==> src/mbet_pkg.sv <==
// Shared types, constants and helpers for the Mandelbrot escape-time pixel block.
// Used by every module of the block; depends on nothing.
package mbet_pkg;

  localparam int COORD_BITS    = 32;
  localparam int FRAC_BITS     = 28;
  localparam int PIXEL_BITS    = 12;
  localparam int STEP_BITS     = 31;
  localparam int LIMIT_BITS    = 16;
  localparam int PAL_BITS      = 16;
  localparam int COLOR_BITS    = 17;
  localparam int CFG_DATA_BITS = 32;
  localparam int CFG_IDX_BITS  = 3;
  localparam int QUEUE_DEPTH   = 4;
  localparam int QPTR_BITS     = $clog2(QUEUE_DEPTH);
  localparam int QCNT_BITS     = $clog2(QUEUE_DEPTH + 1);

  localparam int PPROD_BITS = PIXEL_BITS + STEP_BITS;
  localparam int WIDE_BITS  = PPROD_BITS + 2;
  localparam int MAG_BITS   = FRAC_BITS + 2;
  localparam int SQP_BITS   = 2 * MAG_BITS;
  localparam int SQ_BITS    = SQP_BITS - FRAC_BITS;
  localparam int CROSS_BITS = SQ_BITS + 1;

  typedef logic signed [COORD_BITS-1:0] coord_t;
  typedef logic signed [WIDE_BITS-1:0]  wide_t;
  typedef logic [COORD_BITS-1:0]        mag_t;

  localparam mag_t  TWO_Q  = COORD_BITS'(64'd2 << FRAC_BITS);
  localparam logic [SQ_BITS:0] FOUR_Q = (SQ_BITS + 1)'(64'd4 << FRAC_BITS);
  localparam wide_t CMAX_W = WIDE_BITS'((64'd1 << (COORD_BITS - 1)) - 64'd1);

  localparam coord_t RST_ORIGIN_RE = -32'sd536870912;
  localparam coord_t RST_TOP_IM    = 32'sd402653184;
  localparam logic [STEP_BITS-1:0]  RST_STEP    = STEP_BITS'(262144);
  localparam logic [LIMIT_BITS-1:0] RST_LIMIT   = LIMIT_BITS'(256);
  localparam logic [PAL_BITS-1:0]   RST_PALETTE = PAL_BITS'(256);

  typedef enum logic [CFG_IDX_BITS-1:0] {
    REG_ORIGIN_RE       = 3'd0,
    REG_TOP_IM          = 3'd1,
    REG_STEP_RE         = 3'd2,
    REG_STEP_IM         = 3'd3,
    REG_ITERATION_LIMIT = 3'd4,
    REG_COLORING_MODE   = 3'd5,
    REG_PALETTE_SIZE    = 3'd6
  } cfg_reg_t;

  typedef enum logic [1:0] {
    CS_IDLE,
    CS_MUL,
    CS_ADD,
    CS_DONE
  } core_state_t;

  typedef struct packed {
    logic [PIXEL_BITS-1:0] pixel_col;
    logic [PIXEL_BITS-1:0] pixel_row;
  } pix_t;

  typedef struct packed {
    logic [PIXEL_BITS-1:0] col_out;
    logic [PIXEL_BITS-1:0] row_out;
    logic [COLOR_BITS-1:0] color_index;
    logic                  in_set;
  } res_t;

  typedef struct packed {
    coord_t                 origin_re;
    coord_t                 top_im;
    logic [STEP_BITS-1:0]   step_re;
    logic [STEP_BITS-1:0]   step_im;
    logic [LIMIT_BITS-1:0]  iteration_limit;
    logic                   coloring_mode;
    logic [PAL_BITS-1:0]    palette_size;
  } cfg_t;

  typedef struct packed {
    pix_t   pos;
    coord_t cr;
    coord_t ci;
  } qent_t;

  typedef struct packed {
    logic full;
    logic empty;
  } qstat_t;

  function automatic wide_t widen(input coord_t v);
    widen = {{(WIDE_BITS - COORD_BITS){v[COORD_BITS-1]}}, v};
  endfunction

  function automatic coord_t sat_coord(input wide_t v);
    logic hi_ones;
    logic hi_zeros;
    hi_ones  = &v[WIDE_BITS-1:COORD_BITS-1];
    hi_zeros = ~|v[WIDE_BITS-1:COORD_BITS-1];
    if (hi_ones || hi_zeros) begin
      sat_coord = v[COORD_BITS-1:0];
    end else if (v[WIDE_BITS-1]) begin
      sat_coord = {1'b1, {(COORD_BITS - 1){1'b0}}};
    end else begin
      sat_coord = {1'b0, {(COORD_BITS - 1){1'b1}}};
    end
  endfunction

  function automatic mag_t mag_of(input coord_t v);
    coord_t neg;
    neg = -v;
    mag_of = v[COORD_BITS-1] ? mag_t'(neg) : mag_t'(v);
  endfunction

endpackage

==> src/mbet_queue.sv <==
// Short FIFO of formed points between the front end and the iteration core.
// Depends on mbet_pkg.
module mbet_queue import mbet_pkg::*; (
  input  logic   clk,
  input  logic   rst,
  input  logic   push,
  input  qent_t  wdata,
  input  logic   pop,
  output qent_t  rdata,
  output qstat_t stat
);

  qent_t                mem [QUEUE_DEPTH];
  logic [QPTR_BITS-1:0] wr_ptr;
  logic [QPTR_BITS-1:0] rd_ptr;
  logic [QCNT_BITS-1:0] count;

  assign stat.full  = (count == QCNT_BITS'(QUEUE_DEPTH));
  assign stat.empty = (count == '0);
  assign rdata      = mem[rd_ptr];

  always_ff @(posedge clk) begin
    if (rst) begin
      wr_ptr <= '0;
      rd_ptr <= '0;
      count  <= '0;
    end else begin
      if (push) begin
        wr_ptr <= wr_ptr + 1'b1;
      end
      if (pop) begin
        rd_ptr <= rd_ptr + 1'b1;
      end
      if (push && !pop) begin
        count <= count + 1'b1;
      end else if (pop && !push) begin
        count <= count - 1'b1;
      end
    end
  end

  always_ff @(posedge clk) begin
    if (push) begin
      mem[wr_ptr] <= wdata;
    end
  end

endmodule

==> config.mk <==
export PLATFORM = sky130hd
export DESIGN_NAME = mbet_queue
export DESIGN_NICKNAME = d
export VERILOG_FILES = /design/src/mbet_pkg.sv /design/src/mbet_queue.sv
export SDC_FILE = /design/constraint.sdc
export NUM_CORES = 1
export LEC_CHECK = 0
export BUFFER_PORTS_ARGS = -buffer_cell sky130_fd_sc_hd__buf_2
export CAP_MARGIN = 20
export CORE_MARGIN = 2
export CORE_UTILIZATION = 40
export CTS_CLUSTER_SIZE = 10
export DETAILED_ROUTE_END_ITERATION = 7
export SLEW_MARGIN = 20
export SYNTH_ARGS = -nofsm -noshare
export SYNTH_HDL_FRONTEND = slang
export SYNTH_SLANG_ARGS = --single-unit
==> constraint.sdc <==
create_clock -name clk -period 8.9 [get_ports clk]
set_clock_uncertainty 0.1 [all_clocks]
set_input_delay 0.89 -clock clk [delete_from_list [all_inputs] [get_ports clk]]
set_output_delay 0.89 -clock clk [all_outputs]
set_load 0.005 [all_outputs]
==> flow_summary.yaml <==
critical_path:
  slowest_stage: "dfxtp_4"
  r2r-start: "wr_ptr[0]$_SDFFE_PP0P_"
  crit_family: "buffers and inverters"
  max_stage_delay_ns: 0.94
  end_kind: "output port"
  worstPathRequired_ns: 7.91
  worstPathArrival_ns: 3.09
  crit_path_cell_trace: "buf_4 -> mux4_2 -> buf_2"
  rrSetupSlack_ns: 6.53
  crit_fanout: 45
  crit_type: "reg2out"
  cp-start-kind: "flop"
  cp.buffers_inverters: 2
  reg2regPathDepth: 3
  r2r-end: "mem[1][27]$_DFFE_PP_"
sta:
  period_needed_ns: 4.08
  finalHoldViolations: 0
  rsz0062_at_grt: "no"
  fmax_mhz: 245
  tns_ns: 0
  worst_slew_pin_slew_ns: 1.04
  fin_crit_sh_pct: 45.9
  finalSetupViolations: 0
  slew_violations: 0
  timing.slew.headroom_pct: 30.8
clock_tree:
  cts_buffers: 42
  cts_tree: "yes"
  postCtsSetupBuffers: 0
  insertion_delay_ns: 0.51
  root_buffer: "clkbuf_16"
  h-tree-depth: 2
  cts.sinks: 361
  clk_pin_slew_ns: 0.05
  cts_max_path_buffers: 3
  cts_resized: 0
  holdBufCountCts: 0
floorplan:
  dieArea_um2: 34300
  start_util_pct: 40.5
  die_w_um: 185
  row_count: 66
  fp.dieH_um: 185
  fp.coreArea_um2: 32400
  io_pins: 182
routing:
  route.detailed.drc: 0
  viasPerCell: 5.05
  vias: 5909
  wl_per_cell_um: 20.8
  ant_nets: 0
  drt_wl_total_mm: 24.3
  dr.first_iter.drc_count: 305
  dr.pass1.iters: 4
job:
  drv_cap: 0
grt:
  gr-usage-met2_pct: 24.9
  use_met3_pct: 3.70
  track_usage_pct: 14.3
  first_global_vias: 6433
  grtUsageMet1_pct: 17.8
  grt_max_degree: 67
  grt_pass1_wl_mm: 36.7
  busiest_layer: "met2"
  grt_overflow: 0
  antenna_found_initial: 4
power_and_ir_drop:
  power.density_nw_per_um2: 239
  ir_drop_v: 0.000144
  power_leakage_uw: 0.00522
min_path:
  hold_path_startpoint: "rd_ptr[0]$_SDFFE_PP0P_"
  hold_path_class: "reg2reg"
  min_path_cells: 2
  hold_end: "rd_ptr[0]$_SDFFE_PP0P_"
logic_synthesis:
  synth_cell_type_count: 22
  netlist_area_um2: 13100
  seq_area_frac_synth_pct: 82.0
  syn-instance-count: 504
  ys_ff_latch: 361
  synth_nets: 602
  yosysWarnings: 0
  syn_area_per_cell_um2: 26.0
layout:
  final_layout_size_suffix_gt1_share_pct: 44.9
  final_nets: 812
  fin_util_pct: 48.3
  areaGrowthSynthToFinish_pct: 19.2
run_status:
  status: "finished, final reports clean"
place:
  dp.final_hpwl_mm: 14.3
  portBuffers: 181
  place_congestion: 0.690
==> final cells by class <==
type,count,area (um2)
fillers,2683,16700
diodes,1,2.50
well taps,442,553
multi-input cells,118,2220
inverters,4,15.0
flip-flops and latches,361,10800
clock buffers,52,1110
repair buffers,187,951
clock inverters,4,21.3
==> placed cells by master, fill, tap and decap left out, drive strengths merged <==
cell type	instances
edfxtp	352
buf	187
mux4	88
clkbuf	52
dfxtp	9
nor2	7
ha	5
inv	5
and2	4
xor2	3
clkinv	3
xnor2	2
mux2i	2
diode	1
nor3	1
nor3b	1
nand2	1
o21ai	1
or3	1
a21oi	1
fa	1
==> metrics by stage <==
step           setup slack, ns  hold slack, ns  power (uW)  instance area [um2]  cells
5_1_grt                   4.44           0.459        3890                15600   1169
2_1_floorplan             5.41           0.366        2200                13100    504
4_1_cts                   4.61           0.440        3800                15600   1168
3_5_place_dp              5.15           0.419        2340                14500   1112
3_3_place_gp              5.17           0.375        2330                14500   1112
6_report                  4.82           0.440        3740                15600   1169
==> tightest hold or removal path, stage by stage, from the launching register on <==
cell and delay, ns:
dfxtp_1 0.34, xnor2_1 0.08, nor2_1 0.08
==> cell usage after synthesis <==
master      n  area share, %
clkbuf_1    7           0.20
mux2i_1     2           0.15
a21oi_1     1          0.038
xor2_1      3           0.20
ha_1        5           0.48
nand2_1     1          0.029
nor3b_1     1          0.057
buf_8       2           0.23
xnor2_1     2           0.13
fa_1        1           0.15
o21ai_0     1          0.038
and2_1      4           0.19
edfxtp_1  352             81
mux4_2     88             15
buf_6       1          0.086
buf_12      1           0.15
or3_1       1          0.048
nor2_1      7           0.20
buf_2      10           0.38
inv_1       4           0.11
dfxtp_1     9            1.4
nor3_1      1          0.038
==> kinds of logic after synthesis <==
family	count (synthesis)	synth area share (%)
multiplexers	90	15.3
flip-flops	361	82.0
XOR/XNOR	5	0.334
AND/OR/NAND/NOR	15	0.563
buffers and inverters	25	1.16
adder cells (fa/ha/maj)	6	0.630
AO/OA/AOI/OAI	2	0.0762
==> sequential cells by signal (all words and copies together) (netlist names), named ones only <==
register,flops
mem,352
count,3
rd_ptr,2
wr_ptr,2
==> metal layers <==
metal  share of wire [%]  up-vias  routed length (um)
li1                    -     2570                   -
met1                  41     3098                9860
met2                  51      190               12400
met3                 6.5       45                1570
met4                 1.9        6                 463
met5                0.15        -                  36
==> how the worst max path moves through the flow <==
| stage | startpoint | end | slack (ns) | depth (start not counted) |
|---|---|---|---|---|
| 6_report | flop | rdata[85] | 4.82 | 3 |
| 3_5_place_dp | flop | rdata[84] | 5.15 | 3 |
| 2_1_floorplan | push | mem[0][0]$_DFFE_PP_ | 5.41 | 1 |
| 4_1_cts | flop | rdata[84] | 4.61 | 3 |
| 5_1_grt | flop | rdata[85] | 4.44 | 3 |
| 3_3_place_gp | flop | rdata[84] | 5.17 | 3 |
==> where the power goes <==
part           internal (uW)  leakage [uW]  switching, uW  total [uW]
clock network            863      0.000552            581        1440
registers               1960       0.00331           36.0        1990
logic                    156       0.00136            150         306
total                   2970       0.00522            767        3740
No activity file was read; power rests on OpenSTA's default activity.
