===== src/mbet_pkg.sv =====
// Shared types, constants and helpers for the Mandelbrot escape-time pixel block.
// Used by every module of the block; depends on nothing.
package mbet_pkg;

  localparam int COORD_BITS    = 32;
  localparam int FRAC_BITS     = 28;
  localparam int PIXEL_BITS    = 12;
  localparam int STEP_BITS     = 31;
  localparam int LIMIT_BITS    = 16;
  localparam int PAL_BITS      = 16;
  localparam int COLOR_BITS    = 17;
  localparam int CFG_DATA_BITS = 32;
  localparam int CFG_IDX_BITS  = 3;
  localparam int QUEUE_DEPTH   = 4;
  localparam int QPTR_BITS     = $clog2(QUEUE_DEPTH);
  localparam int QCNT_BITS     = $clog2(QUEUE_DEPTH + 1);

  localparam int PPROD_BITS = PIXEL_BITS + STEP_BITS;
  localparam int WIDE_BITS  = PPROD_BITS + 2;
  localparam int MAG_BITS   = FRAC_BITS + 2;
  localparam int SQP_BITS   = 2 * MAG_BITS;
  localparam int SQ_BITS    = SQP_BITS - FRAC_BITS;
  localparam int CROSS_BITS = SQ_BITS + 1;

  typedef logic signed [COORD_BITS-1:0] coord_t;
  typedef logic signed [WIDE_BITS-1:0]  wide_t;
  typedef logic [COORD_BITS-1:0]        mag_t;

  localparam mag_t  TWO_Q  = COORD_BITS'(64'd2 << FRAC_BITS);
  localparam logic [SQ_BITS:0] FOUR_Q = (SQ_BITS + 1)'(64'd4 << FRAC_BITS);
  localparam wide_t CMAX_W = WIDE_BITS'((64'd1 << (COORD_BITS - 1)) - 64'd1);

  localparam coord_t RST_ORIGIN_RE = -32'sd536870912;
  localparam coord_t RST_TOP_IM    = 32'sd402653184;
  localparam logic [STEP_BITS-1:0]  RST_STEP    = STEP_BITS'(262144);
  localparam logic [LIMIT_BITS-1:0] RST_LIMIT   = LIMIT_BITS'(256);
  localparam logic [PAL_BITS-1:0]   RST_PALETTE = PAL_BITS'(256);

  typedef enum logic [CFG_IDX_BITS-1:0] {
    REG_ORIGIN_RE       = 3'd0,
    REG_TOP_IM          = 3'd1,
    REG_STEP_RE         = 3'd2,
    REG_STEP_IM         = 3'd3,
    REG_ITERATION_LIMIT = 3'd4,
    REG_COLORING_MODE   = 3'd5,
    REG_PALETTE_SIZE    = 3'd6
  } cfg_reg_t;

  typedef enum logic [1:0] {
    CS_IDLE,
    CS_MUL,
    CS_ADD,
    CS_DONE
  } core_state_t;

  typedef struct packed {
    logic [PIXEL_BITS-1:0] pixel_col;
    logic [PIXEL_BITS-1:0] pixel_row;
  } pix_t;

  typedef struct packed {
    logic [PIXEL_BITS-1:0] col_out;
    logic [PIXEL_BITS-1:0] row_out;
    logic [COLOR_BITS-1:0] color_index;
    logic                  in_set;
  } res_t;

  typedef struct packed {
    coord_t                 origin_re;
    coord_t                 top_im;
    logic [STEP_BITS-1:0]   step_re;
    logic [STEP_BITS-1:0]   step_im;
    logic [LIMIT_BITS-1:0]  iteration_limit;
    logic                   coloring_mode;
    logic [PAL_BITS-1:0]    palette_size;
  } cfg_t;

  typedef struct packed {
    pix_t   pos;
    coord_t cr;
    coord_t ci;
  } qent_t;

  typedef struct packed {
    logic full;
    logic empty;
  } qstat_t;

  function automatic wide_t widen(input coord_t v);
    widen = {{(WIDE_BITS - COORD_BITS){v[COORD_BITS-1]}}, v};
  endfunction

  function automatic coord_t sat_coord(input wide_t v);
    logic hi_ones;
    logic hi_zeros;
    hi_ones  = &v[WIDE_BITS-1:COORD_BITS-1];
    hi_zeros = ~|v[WIDE_BITS-1:COORD_BITS-1];
    if (hi_ones || hi_zeros) begin
      sat_coord = v[COORD_BITS-1:0];
    end else if (v[WIDE_BITS-1]) begin
      sat_coord = {1'b1, {(COORD_BITS - 1){1'b0}}};
    end else begin
      sat_coord = {1'b0, {(COORD_BITS - 1){1'b1}}};
    end
  endfunction

  function automatic mag_t mag_of(input coord_t v);
    coord_t neg;
    neg = -v;
    mag_of = v[COORD_BITS-1] ? mag_t'(neg) : mag_t'(v);
  endfunction

endpackage


===== src/mbet_front.sv =====
// Front end: takes pixel requests, scales the position by the step registers
// and forms the saturated point c. Depends on mbet_pkg.
module mbet_front import mbet_pkg::*; (
  input  logic   clk,
  input  logic   rst,
  input  cfg_t   cfg,
  input  logic   pix_valid,
  input  pix_t   pix,
  output logic   pix_stall,
  input  qstat_t qstat,
  output logic   q_push,
  output qent_t  q_wdata
);

  logic                  f_valid;
  pix_t                  f_pos;
  logic [PPROD_BITS-1:0] prod_re;
  logic [PPROD_BITS-1:0] prod_im;
  logic                  take;

  assign q_push    = f_valid && !qstat.full;
  assign pix_stall = f_valid && qstat.full;
  assign take      = pix_valid && !pix_stall;

  always_ff @(posedge clk) begin
    if (rst) begin
      f_valid <= 1'b0;
    end else if (take) begin
      f_valid <= 1'b1;
    end else if (q_push) begin
      f_valid <= 1'b0;
    end
  end

  always_ff @(posedge clk) begin
    if (take) begin
      f_pos   <= pix;
      prod_re <= pix.pixel_col * cfg.step_re;
      prod_im <= pix.pixel_row * cfg.step_im;
    end
  end

  always_comb begin
    q_wdata.pos = f_pos;
    q_wdata.cr  = sat_coord(widen(cfg.origin_re) + wide_t'({2'b00, prod_re}));
    q_wdata.ci  = sat_coord(widen(cfg.top_im) - wide_t'({2'b00, prod_im}));
  end

endmodule


===== config.mk =====
export PLATFORM = sky130hd
export DESIGN_NAME = mbet_front
export DESIGN_NICKNAME = d
export VERILOG_FILES = /design/src/mbet_pkg.sv /design/src/mbet_front.sv
export SDC_FILE = /design/constraint.sdc
export NUM_CORES = 2
export LEC_CHECK = 0
export ABC_AREA = 0
export BUFFER_PORTS_ARGS = -buffer_cell sky130_fd_sc_hd__buf_2
export CELL_PAD_IN_SITES_DETAIL_PLACEMENT = 0
export CELL_PAD_IN_SITES_GLOBAL_PLACEMENT = 1
export CORE_ASPECT_RATIO = 1.2
export CORE_MARGIN = 8
export CORE_UTILIZATION = 45
export CTS_CLUSTER_DIAMETER = 60
export CTS_CLUSTER_SIZE = 28
export DETAILED_ROUTE_END_ITERATION = 8
export PLACE_DENSITY_LB_ADDON = 0.1
export SYNTH_ARGS = -nofsm -noshare
export SYNTH_HDL_FRONTEND = slang
export SYNTH_SLANG_ARGS = --single-unit

===== constraint.sdc =====
create_clock -name clk -period 9.6 [get_ports clk]
set_input_delay 0.48 -clock clk [delete_from_list [all_inputs] [get_ports clk]]
set_output_delay 0.48 -clock clk [all_outputs]
set_load 0.02 [all_outputs]

==> flow_metrics.py <==
metrics = {
    "worst_setup_path": {
        "crit_top_cell": "fa_1",
        "cp_slowest_cell": "o41ai_1",
        "worstSetupEndpointType": "flop",
        "max_stage_delay_ns": 0.94,
        "crit_family": "compound AO/OA/AOI/OAI gates",
        "startpoint_type": "input port",
        "cp.arrival_ns": 7.58,
        "worstPathRequired_ns": 9.79,
        "rr_endpoint": "prod_im[25]",
        "path_class": "in -> reg",
        "reg2reg_from": "f_valid",
        "reg2reg_slack_ns": 6.76,
        "crit_chain": "buf_2 -> and2_1 -> fa_1 -> inv_1 -> fa_1 -> inv_1 -> fa_1 -> fa_1 -> inv_1 -> fa_1 -> inv_1 -> ha_1 -> o21a_1 -> o211ai_1 -> a21oi_1 -> a221oi_1 -> o41ai_1 -> a31oi_1 -> o31ai_1 -> o41ai_1 -> o211ai_1 -> o311ai_0",
        "critPathMaxFanout": 32,
        "r2r_cells": 4,
        "path_buf_inv": 5,
    },
    "clocking": {
        "cts_resized": 0,
        "clockBufferDepth": 2,
        "postCtsSetupBuffers": 0,
        "htreeDepth": 3,
        "cts.sinks": 111,
        "clk_pin_slew_ns": 0.09,
        "clk_latency_ns": 0.40,
        "postCtsHoldBufs": 0,
        "cts_buffers": 9,
        "cts_tree": "done",
        "clock-root-buffer": "clkbuf_16",
    },
    "placement": {
        "dp_hpwl_um": 76000,
        "gp_congestion": 0.894,
        "dpl_worst_slack_ns": 1.79,
        "dp_cells": 4841,
        "port-buffer-count": 243,
    },
    "sta": {
        "setup-tns-final_ns": 0,
        "report.final.slew_viol_count": 0,
        "slew_headroom": 0.196,
        "whs_ns": 0.215,
        "fin_crit_ns": 7.39,
        "fmax_ghz": 0.135,
        "setup_viol": 0,
        "worst_slack_ns": 2.21,
        "fin_crit_sh": 0.770,
        "hold_violations": 0,
        "grt_setup_unrepaired": "no",
        "tightest_slew_ns": 1.21,
        "fin_skew_ns": 0.0155,
    },
    "logic_synthesis": {
        "syn_area_mm2": 0.0326,
        "async_flop_share": 0,
        "seq_area_frac_synth": 0.102,
        "synth_edf_count": 110,
        "synth_cells": 3833,
        "ys_ff_latch": 111,
        "yosys_warnings": 0,
        "yosysUniqueCellTypes": 80,
        "synthesis.nets": 4853,
        "postSynthAreaPerCell_um2": 8.51,
        "synthFlopType": "edfxtp_1",
    },
    "worst_hold_path": {
        "hold_path_depth": 2,
        "hold_end": "f_valid",
        "hp-start": "rst",
        "min_path_type": "in -> reg",
    },
    "detailed_routing": {
        "ant_nets": 0,
        "drtPass1Iterations": 5,
        "finalWirelength_um": 92500,
        "drt-initial-drc-count": 1277,
        "drc_errors": 0,
        "dr_total_vias": 26000,
        "viasPerCell": 5.35,
        "routedWlPerCell_um": 19.0,
    },
    "global_route": {
        "grt_max_degree": 52,
        "overflow": 0,
        "grt_pass1_vias": 28200,
        "antenna_found_initial": 7,
        "grt_pass1_wl_um": 152000,
        "track_usage": 0.235,
    },
    "floorplan": {
        "core-area_mm2": 0.0720,
        "start_util": 0.453,
        "rows": 108,
        "io_pins": 278,
        "fp.dieH_um": 311,
        "fp.dieArea_mm2": 0.0814,
        "die_x_um": 262,
    },
    "cells_and_area": {
        "final_nets": 4937,
        "most-common-layout-cells": "inv_1, nand2_1, fa_1, ha_1, buf_2",
        "layout_commonest_cell": "inv_1",
        "area_growth_pct": 6.52,
        "layout-drive-gt1-share": 0.0880,
        "finalNonFillerCells": 4861,
    },
    "run": {
        "cap_violations": 0,
    },
    "outcome": {
        "outcome": "finished, final reports clean",
    },
    "power": {
        "vdd_drop_max_v": 0.000295,
        "power.total_uw": 13600,
        "power.density_mw_per_mm2": 391,
        "leakage_uw": 0.0174,
    },
}
-- worst max path at each step --
stage | startpoint | end | cells past startpoint
2_1_floorplan | cfg[40] | prod_im[40] | 22
3_3_place_gp | pix[8] | prod_im[40] | 23
3_5_place_dp | pix[8] | prod_im[40] | 23
4_1_cts | pix[8] | prod_im[42] | 22
5_1_grt | pix[8] | prod_im[40] | 23
6_report | pix[8] | prod_im[42] | 22
-- registers in the layout, summed over array words and instances (netlist names) --
name,flops
f_valid,1
prod_re,43
q_wdata,24
prod_im,43
-- per-layer routing --
layer | GRT usage | routed length (µm)
met1 | 0.280 | 37500
met2 | 0.437 | 48800
met3 | 0.0257 | 3570
met4 | 0.0706 | 2680
met5 | 0 | 12
-- area by class of cell --
class / instances / area (µm²)
Fill cell: 7257 / 37300
Clock inverter: 6 / 52.6
Multi-Input combinational cell: 2805 / 25800
Tap cell: 935 / 1170
Clock buffer: 10 / 229
Timing Repair Buffer: 268 / 1400
Antenna cell: 4 / 10.0
Sequential cell: 111 / 3320
Inverter: 722 / 2710
-- stage by stage --
stage                     cell area [µm²]   util
after floorplan                     32600      -
after global placement              34500  0.478
after detailed placement            34500  0.478
after CTS                           34700  0.482
after global routing                34700  0.482
final                               34700  0.482
-- where the power goes --
| part | internal, µW | leakage, µW | total (µW) | switching, µW |
|---|---|---|---|---|
| registers | 1200 | 0.00107 | 1270 | 67.3 |
| logic | 4720 | 0.0162 | 11900 | 7180 |
| clock network | 182 | 0.000137 | 403 | 221 |
-- synth_stat cells (7+ instances only) --
| library cell | number | area [µm²] |
|---|---|---|
| and3_1 | 23 | 144 |
| and2_1 | 240 | 1500 |
| a21oi_1 | 164 | 821 |
| nand2_1 | 604 | 2270 |
| a21o_1 | 83 | 623 |
| edfxtp_1 | 110 | 3300 |
| clkbuf_1 | 181 | 679 |
| nor3_1 | 28 | 140 |
| o21ai_0 | 73 | 365 |
| o31ai_1 | 14 | 105 |
| o21bai_1 | 32 | 240 |
| or2_2 | 7 | 43.8 |
| inv_1 | 721 | 2710 |
| nor2b_1 | 16 | 100 |
| a31oi_1 | 14 | 87.6 |
| o21a_1 | 31 | 233 |
| a211o_1 | 9 | 78.8 |
| nand2b_1 | 25 | 156 |
| o211ai_1 | 10 | 75.1 |
| nor2_1 | 145 | 544 |
| ha_1 | 250 | 3130 |
| a211oi_1 | 16 | 120 |
| o21ai_2 | 29 | 254 |
| xnor2_1 | 101 | 885 |
| xor2_1 | 47 | 412 |
| buf_2 | 7 | 35.0 |
| nand4_1 | 21 | 131 |
| nand3_1 | 127 | 636 |
| fa_1 | 582 | 11700 |
-- cells by family (layout without fill, tap and decap cells) --
kind of cell / after synthesis / count (layout) / synth area share
DFF: 111 / 111 / 0.102
adders and majority gates: 832 / 832 / 0.453
other: 0 / 4 / 0
muxes: 5 / 5 / 0.00176
xor gates and xnor gates: 148 / 148 / 0.0397
AOI/OAI and AO/OA: 549 / 549 / 0.114
buffers and inverters: 917 / 1006 / 0.107
and+or+nand+nor: 1271 / 1271 / 0.182
Note: power is estimated with default switching activity, not from simulation.
